**config.mk**
```make
export PLATFORM = sky130hd
export DESIGN_NAME = blti_div
export DESIGN_NICKNAME = d
export VERILOG_FILES = /design/src/rtl/blti_pkg.sv /design/src/rtl/blti_div.sv
export SDC_FILE = /design/constraint.sdc
export NUM_CORES = 1
export LEC_CHECK = 0
export BUFFER_PORTS_ARGS = -buffer_cell sky130_fd_sc_hd__buf_2
export CELL_PAD_IN_SITES_DETAIL_PLACEMENT = 0
export CELL_PAD_IN_SITES_GLOBAL_PLACEMENT = 1
export CORE_MARGIN = 2
export CORE_UTILIZATION = 41
export CTS_CLUSTER_SIZE = 10
export DETAILED_ROUTE_END_ITERATION = 10
export PLACE_DENSITY_LB_ADDON = 0.15
export SKIP_CTS_REPAIR_TIMING = 1
export SYNTH_ARGS = -nofsm -noshare
export SYNTH_HDL_FRONTEND = slang
export SYNTH_SLANG_ARGS = --single-unit
```
**constraint.sdc**
```tcl
create_clock -name clk -period 3.3 [get_ports clk]
set_clock_uncertainty 0.1 [all_clocks]
set_input_delay 0.66 -clock clk [delete_from_list [all_inputs] [get_ports clk]]
set_output_delay 0.66 -clock clk [all_outputs]
set_load 0.005 [all_outputs]
```
**src/rtl/blti_pkg.sv**
```systemverilog
// shared constants and types of the bilinear log table interpolator
`timescale 1ns / 1ps
package blti_pkg;

    localparam int TEMP_POINTS_DEF  = 91;
    localparam int METAL_POINTS_DEF = 8;
    localparam int NUM_REGS         = 8;
    localparam int CFG_INDEX_W      = 4;

    // accumulator of the metallicity blend and the divider steps
    localparam int ACC_W     = 56;
    localparam int DIV_STEPS = 15;

    localparam logic signed [15:0] TEMP_FLOOR = 16'sd8192;
    localparam logic signed [15:0] RATE_MAX   = 16'sh7fff;
    localparam logic signed [15:0] RATE_MIN   = 16'sh8000;

    localparam logic OP_LOAD  = 1'b0;
    localparam logic OP_QUERY = 1'b1;

    localparam logic signed [15:0] METAL_RESET [NUM_REGS] = '{
        -16'sd27439, -16'sd19247, -16'sd15151, -16'sd13103,
        -16'sd11055, -16'sd9007,  -16'sd6959,  -16'sd4911
    };

    typedef struct packed {
        logic busy;
        logic done;
    } div_stat_t;

endpackage

```
**src/rtl/blti_div.sv**
```systemverilog
// floor division of the blended rate by the breakpoint gap, with saturation
`timescale 1ns / 1ps
module blti_div
(
    input  logic                             clk,
    input  logic                             rst_n,
    input  logic                             start,
    input  logic signed [blti_pkg::ACC_W-1:0] numer,
    input  logic        [15:0]               denom,
    output blti_pkg::div_stat_t              stat,
    output logic signed [15:0]               quot
);

    typedef enum logic {
        DV_IDLE,
        DV_RUN
    } dv_state_t;

    localparam int MAG_W = blti_pkg::ACC_W - 11;

    dv_state_t   state_reg;
    logic [3:0]  cnt_reg;
    logic [15:0] rem_reg;
    logic [14:0] dvd_reg;
    logic [15:0] denom_reg;
    logic        neg_reg;
    logic        sat_reg;
    logic        done_reg;

    logic signed [MAG_W-1:0] scaled;
    logic [MAG_W-1:0]        mag;
    logic                    ovf;
    logic [16:0]             trial;
    logic                    ge;

    // floor(n/2048) first, then a negative value goes through its complement
    assign scaled = numer[blti_pkg::ACC_W-1:11];
    assign mag    = scaled[MAG_W-1] ? ~scaled : scaled;
    assign ovf    = mag[MAG_W-1:15] >= {{(MAG_W - 31){1'b0}}, denom};

    assign trial = {rem_reg, dvd_reg[14]};
    assign ge    = trial >= {1'b0, denom_reg};

    always_ff @(posedge clk or negedge rst_n)
    begin
        if (!rst_n)
        begin
            state_reg <= DV_IDLE;
            cnt_reg   <= '0;
            rem_reg   <= '0;
            dvd_reg   <= '0;
            denom_reg <= '0;
            neg_reg   <= 1'b0;
            sat_reg   <= 1'b0;
            done_reg  <= 1'b0;
        end
        else
        begin
            done_reg <= 1'b0;
            case (state_reg)
                DV_IDLE:
                begin
                    if (start)
                    begin
                        neg_reg   <= scaled[MAG_W-1];
                        denom_reg <= denom;
                        sat_reg   <= ovf;
                        rem_reg   <= mag[30:15];
                        dvd_reg   <= mag[14:0];
                        cnt_reg   <= 4'(blti_pkg::DIV_STEPS - 1);
                        if (ovf)
                        begin
                            done_reg <= 1'b1;
                        end
                        else
                        begin
                            state_reg <= DV_RUN;
                        end
                    end
                end
                DV_RUN:
                begin
                    rem_reg <= ge ? 16'(trial - {1'b0, denom_reg}) : trial[15:0];
                    dvd_reg <= {dvd_reg[13:0], ge};
                    cnt_reg <= cnt_reg - 4'd1;
                    if (cnt_reg == 4'd0)
                    begin
                        state_reg <= DV_IDLE;
                        done_reg  <= 1'b1;
                    end
                end
                default:
                begin
                    state_reg <= DV_IDLE;
                end
            endcase
        end
    end

    assign stat.busy = (state_reg == DV_RUN);
    assign stat.done = done_reg;

    always_comb
    begin
        if (sat_reg)
        begin
            quot = neg_reg ? blti_pkg::RATE_MIN : blti_pkg::RATE_MAX;
        end
        else if (neg_reg)
        begin
            quot = ~{1'b0, dvd_reg};
        end
        else
        begin
            quot = {1'b0, dvd_reg};
        end
    end

endmodule

```
==> results.toml, run 1 <==
[run_status]
status = "finished, final reports clean"

[synth]
ys_ff_latch = 55
netlist_area_um2 = 4530
yosysUniqueCellTypes = 60
synth_top_area_share_pct = 30.4
synth_edf_count = 0
yosys_warnings = 0
avgSynthCellArea_um2 = 8.30
synthArstFlopShare_pct = 100
yosysTopAreaCell = "dfrtp_1"
syn_nets = 655
synth_flop_cell = "dfrtp_1"
synthCells = 546
synth_area_leaders = "dfrtp_1 30%, ha_1 9.1%, xnor2_1 7.5%, o21ai_0 7.2%, nand2_1 5.5%"
synth.yosys.seq_area_share_pct = 30.4

[global_routing]
gr-total-overflow = 0
grt_pass1_vias = 3817
track_usage_pct = 19.9
antenna_found_initial = 0
grt_max_degree = 60
grt_pass1_wl_mm = 18.7

[route]
dr.pass1.iters = 4
wl_mm = 11.5
via_count = 4006
vias_per_cell = 5.37
postRouteAntennaNets = 0
detail_route.iter0.violations = 191
post-route-drc-count = 0
routedWlPerCell_um = 15.5

[pwr]
switching_share_pct = 48.2
power_mw = 5.32
netSwitchingPower_mw = 2.57
p_int_mw = 2.76
sequentialPowerShare_pct = 25.5
leakage_nw = 2.34
clkPwrFrac_pct = 7.9
p_comb_share_pct = 66.6
vdd_drop_max_v = 0.000566
p_per_area_nw_per_um2 = 1040

[final_layout]
final_nets = 714
mostFrequentLayoutCells = "81 x buf_2, 66 x nand2_1, 65 x o21ai_0"
diodes = 0
fin_util_pct = 47.4
drive_above_1_share_pct = 18.5
area_delta_synth_final_pct = 13.0
fillers = 1104
final_common_cell = "buf_2"

[die]
num_rows = 38
core-area_um2 = 10800
fp.dieArea_um2 = 11900
die_h_um = 109
io_pins = 93
start_util_pct = 42.0
die_x_um = 109

[timing]
tns_ns = 0
final-hold-violation-count = 0
slew_headroom_pct = 45.9
rsz0062_at_grt = "false"
maxSlewViolCount = 0
fin_crit_ns = 2.85
worst_slew_pin_slew_ns = 0.812
post-route-period-util_pct = 86.3
setup_viol = 0
fmax_mhz = 351

[placed_design]
port_buffers = 81
detailed_place_hpwl_mm = 8.63
place_congestion = 0.844

[clock_network]
tritoncts = "built"
cts_buffers = 5
insertion_delay_ns = 0.32
cts_buffer_depth = 2
htree_levels = 2
ctsRootBufferMaster = "clkbuf_8"
clock-sinks = 55
clk_pin_slew_ns = 0.11

[worst_setup_path]
arrival_ns = 2.93
required_ns = 3.38
cp-end-kind = "flip-flop"
crit_fanout = 16
start_kind = "flip-flop"
crit_type = "reg -> reg"
r2r_cells = 6

[job]
maxCapViolCount = 0

[min_path]
hold_path_class = "in -> async"
-- routing by layer --
layer | part of all wire, % | vias to the layer above | GRT usage (%)
met1 | 47 | 1888 | 26.9
met3 | 3.6 | 10 | 2.15
met2 | 47 | 81 | 33.3
met4 | 1.9 | 0 | 6.32
met5 | 0 | - | 0
li1 | - | 2027 | -
-- cells in the mapped netlist (13+ instances only) --
cell and n:
a211oi_1 13, a21oi_1 15, clkbuf_1 20, dfrtp_1 55
ha_1 33, inv_1 39, nand2_1 66, nand3_1 16
nor2_1 26, nor2b_1 13, o21ai_0 65, xnor2_1 39
xor2_1 20
-- worst max-delay path, stage by stage, from the launching register on --
cell and delay [ns]:
dfrtp_1 0.42, ha_1 0.41, a211oi_1 0.48, a21boi_2 0.14, o41a_4 0.55, o21ai_1 0.44, o21ai_0 0.17
-- worst paths after layout --
| check | slack [ns] | end | startpoint |
|---|---|---|---|
| worst max-delay path | 0.45 | dvd_reg[0] | rem_reg[2] |
| worst min-delay path | 0.19 | dvd_reg[12] | rst_n |
| worst max register to register | 0.45 | dvd_reg[0] | rem_reg[2] |
| worst min register to register | 0.42 | dvd_reg[9] | dvd_reg[8] |
| max in group asynchronous | 2.02 | state_reg | rst_n |
| min in group clk | 0.42 | dvd_reg[9] | dvd_reg[8] |
-- through the flow --
stage / instances / worst slack [ns] / cell area [µm²] / hold slack [ns]
finish: 746 / 0.452 / 5120 / 0.191
global route: 746 / 0.248 / 5120 / 0.199
CTS: 746 / 0.463 / 5120 / 0.188
detailed placement: 738 / 0.362 / 5020 / 0.393
global placement: 738 / 0.359 / 5020 / 0.394
floorplan: 546 / 0.300 / 4530 / 0.264
-- cell families after synthesis --
| kind of cell | after synthesis | share of synthesized area, % |
|---|---|---|
| buf+inv | 76 | 7.21 |
| compound gates | 157 | 22.9 |
| xor+xnor | 59 | 11.4 |
| simple gates | 153 | 15.8 |
| fa+ha+maj | 34 | 9.56 |
| mux | 12 | 2.76 |
| flops | 55 | 30.4 |
-- area by class of cell --
cell class	instances	area (µm²)	share of cell area, %
Inverter	39	146	2.86
Timing Repair Buffer	89	490	9.58
Tap cell	140	175	3.42
Sequential cell	55	1380	26.9
Clock buffer	6	82.6	1.61
Clock inverter	2	16.3	0.318
Multi-Input combinational cell	415	2830	55.3
-- power groups by stage --
stage | logic [mW] | clock network, mW | registers, mW
detailed placement | 3.54 | 0 | 1.37
CTS | 3.56 | 0.432 | 1.36
global placement | 3.47 | 0 | 1.37
finish | 3.55 | 0.419 | 1.36
floorplan | 2.86 | 0 | 1.19
global route | 4.02 | 0.462 | 1.42
Note: power is estimated with default switching activity, not from simulation.
==> run 2, diff against run 1 <==
- clock period: 3.3 -> 2.7 ns (I/O delays scaled with it)
==> results.toml, run 2 (same netlist as run 1, synthesis figures left out) <==
[run_status]
status = "finished, final reports clean"

[min_path]
hold_path_class = "in -> async"

[timing]
maxSlewViolCount = 0
fin_hold_ws_ns = 0.0848
rsz0062_at_grt = "false"
fin_crit_ns = 2.64
slew_headroom_pct = 45.3
setup_viol = 0
post-route-period-util_pct = 97.7
fmax_mhz = 379
final-hold-violation-count = 0
worst_slew_pin_slew_ns = 0.820

[route]
detail_route.iter0.violations = 328
postRouteAntennaNets = 0
wl_met1_mm = 5.74
via_count = 4192
wl_met3_um = 358
routed.top_layer = "met4"
wl_mm = 12.1
post-route-drc-count = 0
vias_per_cell = 5.35
dr.pass1.iters = 4
routedWlPerCell_um = 15.5
wl_met2_mm = 5.87

[final_layout]
final_common_cell = "buf_2"
mostFrequentLayoutCells = "81 x buf_2, 66 x nand2_1, 63 x o21ai_0"
diodes = 0
final_nets = 751
area_delta_synth_final_pct = 19.4
drive_above_1_share_pct = 24.1
fin_util_pct = 50.1

[die]
num_rows = 38
fp.dieArea_um2 = 11900
die_x_um = 109
start_util_pct = 42.0
core-area_um2 = 10800
io_pins = 93
die_h_um = 109

[placed_design]
detailed_place_hpwl_mm = 9.56
port_buffers = 81
place_congestion = 0.927

[pwr]
p_per_area_nw_per_um2 = 1290
leakage_nw = 2.52
vdd_drop_max_v = 0.000907

[global_routing]
track_usage_pct = 21.1
grt_pass1_vias = 4068
gr-total-overflow = 0
grt_max_degree = 46
antenna_found_initial = 0
grt_pass1_wl_mm = 19.8

[clock_network]
clock-sinks = 55
clk_pin_slew_ns = 0.10
ctsRootBufferMaster = "clkbuf_8"
tritoncts = "built"
insertion_delay_ns = 0.32
cts_buffers = 5
cts_buffer_depth = 2
htree_levels = 2

[worst_setup_path]
rr_endpoint = "rem_reg[0]"
required_ns = 2.86
start_kind = "flip-flop"
r2r_start = "denom_reg[1]"
r2r_cells = 9
arrival_ns = 2.80
crit_fanout = 9
reg2reg_slack_ns = 0.06
crit_type = "reg -> reg"
cp-end-kind = "flip-flop"

[job]
maxCapViolCount = 0
## run 2: area by class of cell
cell class / instances / area [µm²]
clock buffers: 6 / 82.6
clock inverters: 2 / 35.0
fillers: 1038 / 5380
inverters: 39 / 146
multi-input cells: 415 / 2850
flip-flops and latches: 55 / 1380
well taps: 140 / 175
repair buffers: 126 / 743
## run 2: per-layer routing
layer / vias up / global-route usage (%)
met3: 10 / 2.81
met4: 0 / 4.76
met5: - / 0
met1: 2006 / 28.1
met2: 67 / 36.4
li1: 2109 / -
## run 2: per-stage QoR
step / setup TNS (ns) / power, mW / std cells / instance area (µm²) / setup slack [ns]
2_1_floorplan: 0 / 4.95 / 546 / 4530 / 0.0214
3_3_place_gp: 0 / 6.23 / 772 / 5250 / 0.0324
3_5_place_dp: -0.0240 / 6.31 / 772 / 5250 / -0.0240
4_1_cts: 0 / 6.92 / 780 / 5370 / 0.0795
5_1_grt: 0 / 7.68 / 783 / 5410 / 0.00653
6_report: 0 / 6.99 / 783 / 5410 / 0.0614
## run 2: power breakdown
group | internal (mW) | switching [mW] | total, mW
combinational | 2.19 | 2.62 | 4.81
clock | 0.301 | 0.281 | 0.582
sequential | 1.25 | 0.349 | 1.60
total | 3.74 | 3.25 | 6.99
## run 2: worst max-delay path by stage
stage / cells past startpoint / slack (ns) / end / startpoint
floorplan: 10 / 0.02 / sat_reg / numer[55]
global placement: 10 / 0.03 / sat_reg / numer[55]
detailed placement: 10 / -0.02 / sat_reg / numer[55]
CTS: 8 / 0.08 / rem_reg[0] / rem_reg[10]
global route: 8 / 0.007 / rem_reg[0] / rem_reg[10]
finish: 9 / 0.06 / rem_reg[0] / denom_reg[1]
## run 2: critical path, cell delays in order (launching register included)
cell and delay, ns:
dfrtp_1 0.38, inv_1 0.06, ha_1 0.31, nor2b_1 0.19, o211ai_1 0.29, a21boi_2 0.13
o41a_4 0.51, buf_4 0.19, o21ai_0 0.24, a31o_2 0.19
==> run 3, diff against run 2 <==
- REMOVE_ABC_BUFFERS: not set -> 1
==> results.toml, run 3 (same netlist as run 1, synthesis figures left out) <==
[die]
core-area_um2 = 10800
io_pins = 93
start_util_pct = 42.0
num_rows = 38
fp.dieArea_um2 = 11900
die_x_um = 109
die_h_um = 109

[route]
dr.pass1.iters = 4
detail_route.iter0.violations = 232
post-route-drc-count = 0
vias_per_cell = 5.29
routedWlPerCell_um = 14.8
wl_mm = 11.5
postRouteAntennaNets = 0
via_count = 4085

[timing]
post-route-period-util_pct = 95.2
maxSlewViolCount = 0
worst_slew_pin_slew_ns = 0.552
fin_crit_ns = 2.57
fmax_mhz = 389
slew_headroom_pct = 63.2
setup_viol = 0
final-hold-violation-count = 0
fin_hold_ws_ns = 0.0815

[worst_setup_path]
required_ns = 2.83
slowest_delay_ns = 0.50
arrival_ns = 2.70
crit_chain = "ha_1, and3_4, nor4b_1, a21boi_2, o41a_4, buf_4, o32a_1, o21ai_0"
start_kind = "flip-flop"
cp_slowest_cell = "o41a_4"
crit_type = "reg -> reg"
crit_family = "compound AO/OA/AOI/OAI gates"
critPathBufInv = 1
crit_fanout = 7
cp-end-kind = "flip-flop"

[final_layout]
fin_util_pct = 49.5
stdcell_count = 772
multi_input_area_um2 = 2850
fillers = 1088
area_delta_synth_final_pct = 18.0
final_nets = 740
final_common_cell = "buf_2"
seq_area_um2 = 1380
mostFrequentLayoutCells = "81 x buf_2, 66 x nand2_1, 65 x o21ai_0"
diodes = 0
drive_above_1_share_pct = 22.5

[pwr]
p_per_area_nw_per_um2 = 1270
leakage_nw = 2.48
vdd_drop_max_v = 0.000579

[min_path]
hold_path_class = "in -> async"

[placed_design]
place_congestion = 0.900
port_buffers = 81
place_inst = 764
detailed_place_hpwl_mm = 9.03

[clock_network]
cts_buffers = 5
insertion_delay_ns = 0.31
ctsRootBufferMaster = "clkbuf_8"
htree_levels = 2
cts_buffer_depth = 2
tritoncts = "built"
clk_pin_slew_ns = 0.11
clock-sinks = 55

[job]
maxCapViolCount = 0

[global_routing]
track_usage_pct = 20.0
antenna_found_initial = 0
grt_max_degree = 60
grt_pass1_wl_mm = 19.1
gr-total-overflow = 0
grt_pass1_vias = 3976

[run_status]
status = "finished, final reports clean"
## run 3: cell types whose count changed in the layout (fill, tap and decap cells not counted), moves of 2 or more
cell     before  now
o21ai_0      63   65
buf_12        0    3
ha_1         31   33
ha_2          2    0
buf_4        45   31
## run 3: worst reg2reg max path: cells and delay by family, from the launching register on
kind                     cells  cell delay [ns]
AO/OA/AOI/OAI                4             1.06
flip-flops                   1             0.42
adder cells (fa/ha/maj)      1             0.37
AND/OR/NAND/NOR              2             0.37
buffers and inverters        1             0.17
## run 3: final timing paths
path                              from           end  slack (ns)  cells past startpoint
min in group clk              denom[6]  denom_reg[6]        0.34                      3
max                        rem_reg[10]   rem_reg[11]        0.13                      8
min                              rst_n  denom_reg[4]        0.08                      1
min reg2reg                 dvd_reg[2]    dvd_reg[3]        0.42                      2
max reg2reg                rem_reg[10]   rem_reg[11]        0.13                      8
max in group asynchronous        rst_n     state_reg        1.75                      2
## run 3: layout make-up
type                    instances  area share [%]
well taps                     140            3.28
clock buffers                   5            1.29
clock inverters                 3           0.422
multi-input cells             415            53.4
inverters                      39            2.74
repair buffers                115            13.1
flip-flops and latches         55            25.8
## run 3: power breakdown
group / switching [mW] / total, mW / internal [mW]
logic: 2.61 / 4.78 / 2.17
registers: 0.307 / 1.56 / 1.25
clock network: 0.290 / 0.477 / 0.187
## run 3: per-stage QoR
| step | worst slack, ns | total power, mW | cell area [µm²] | setup TNS, ns |
|---|---|---|---|---|
| 4_1_cts | 0.125 | 6.78 | 5320 | 0 |
| 3_3_place_gp | -0.0177 | 6.21 | 5230 | -0.0177 |
| 6_report | 0.130 | 6.81 | 5340 | 0 |
| 3_5_place_dp | -0.0823 | 6.29 | 5230 | -0.120 |
| 2_1_floorplan | -0.292 | 4.77 | 4350 | -2.14 |
| 5_1_grt | -0.0309 | 7.54 | 5340 | -0.0583 |
## run 3: per-layer routing
layer / global-route usage (%) / wire length (µm)
met1: 28.2 / 5620
met2: 33.2 / 5280
met3: 2.03 / 452
met4: 4.03 / 102
met5: 0 / 0
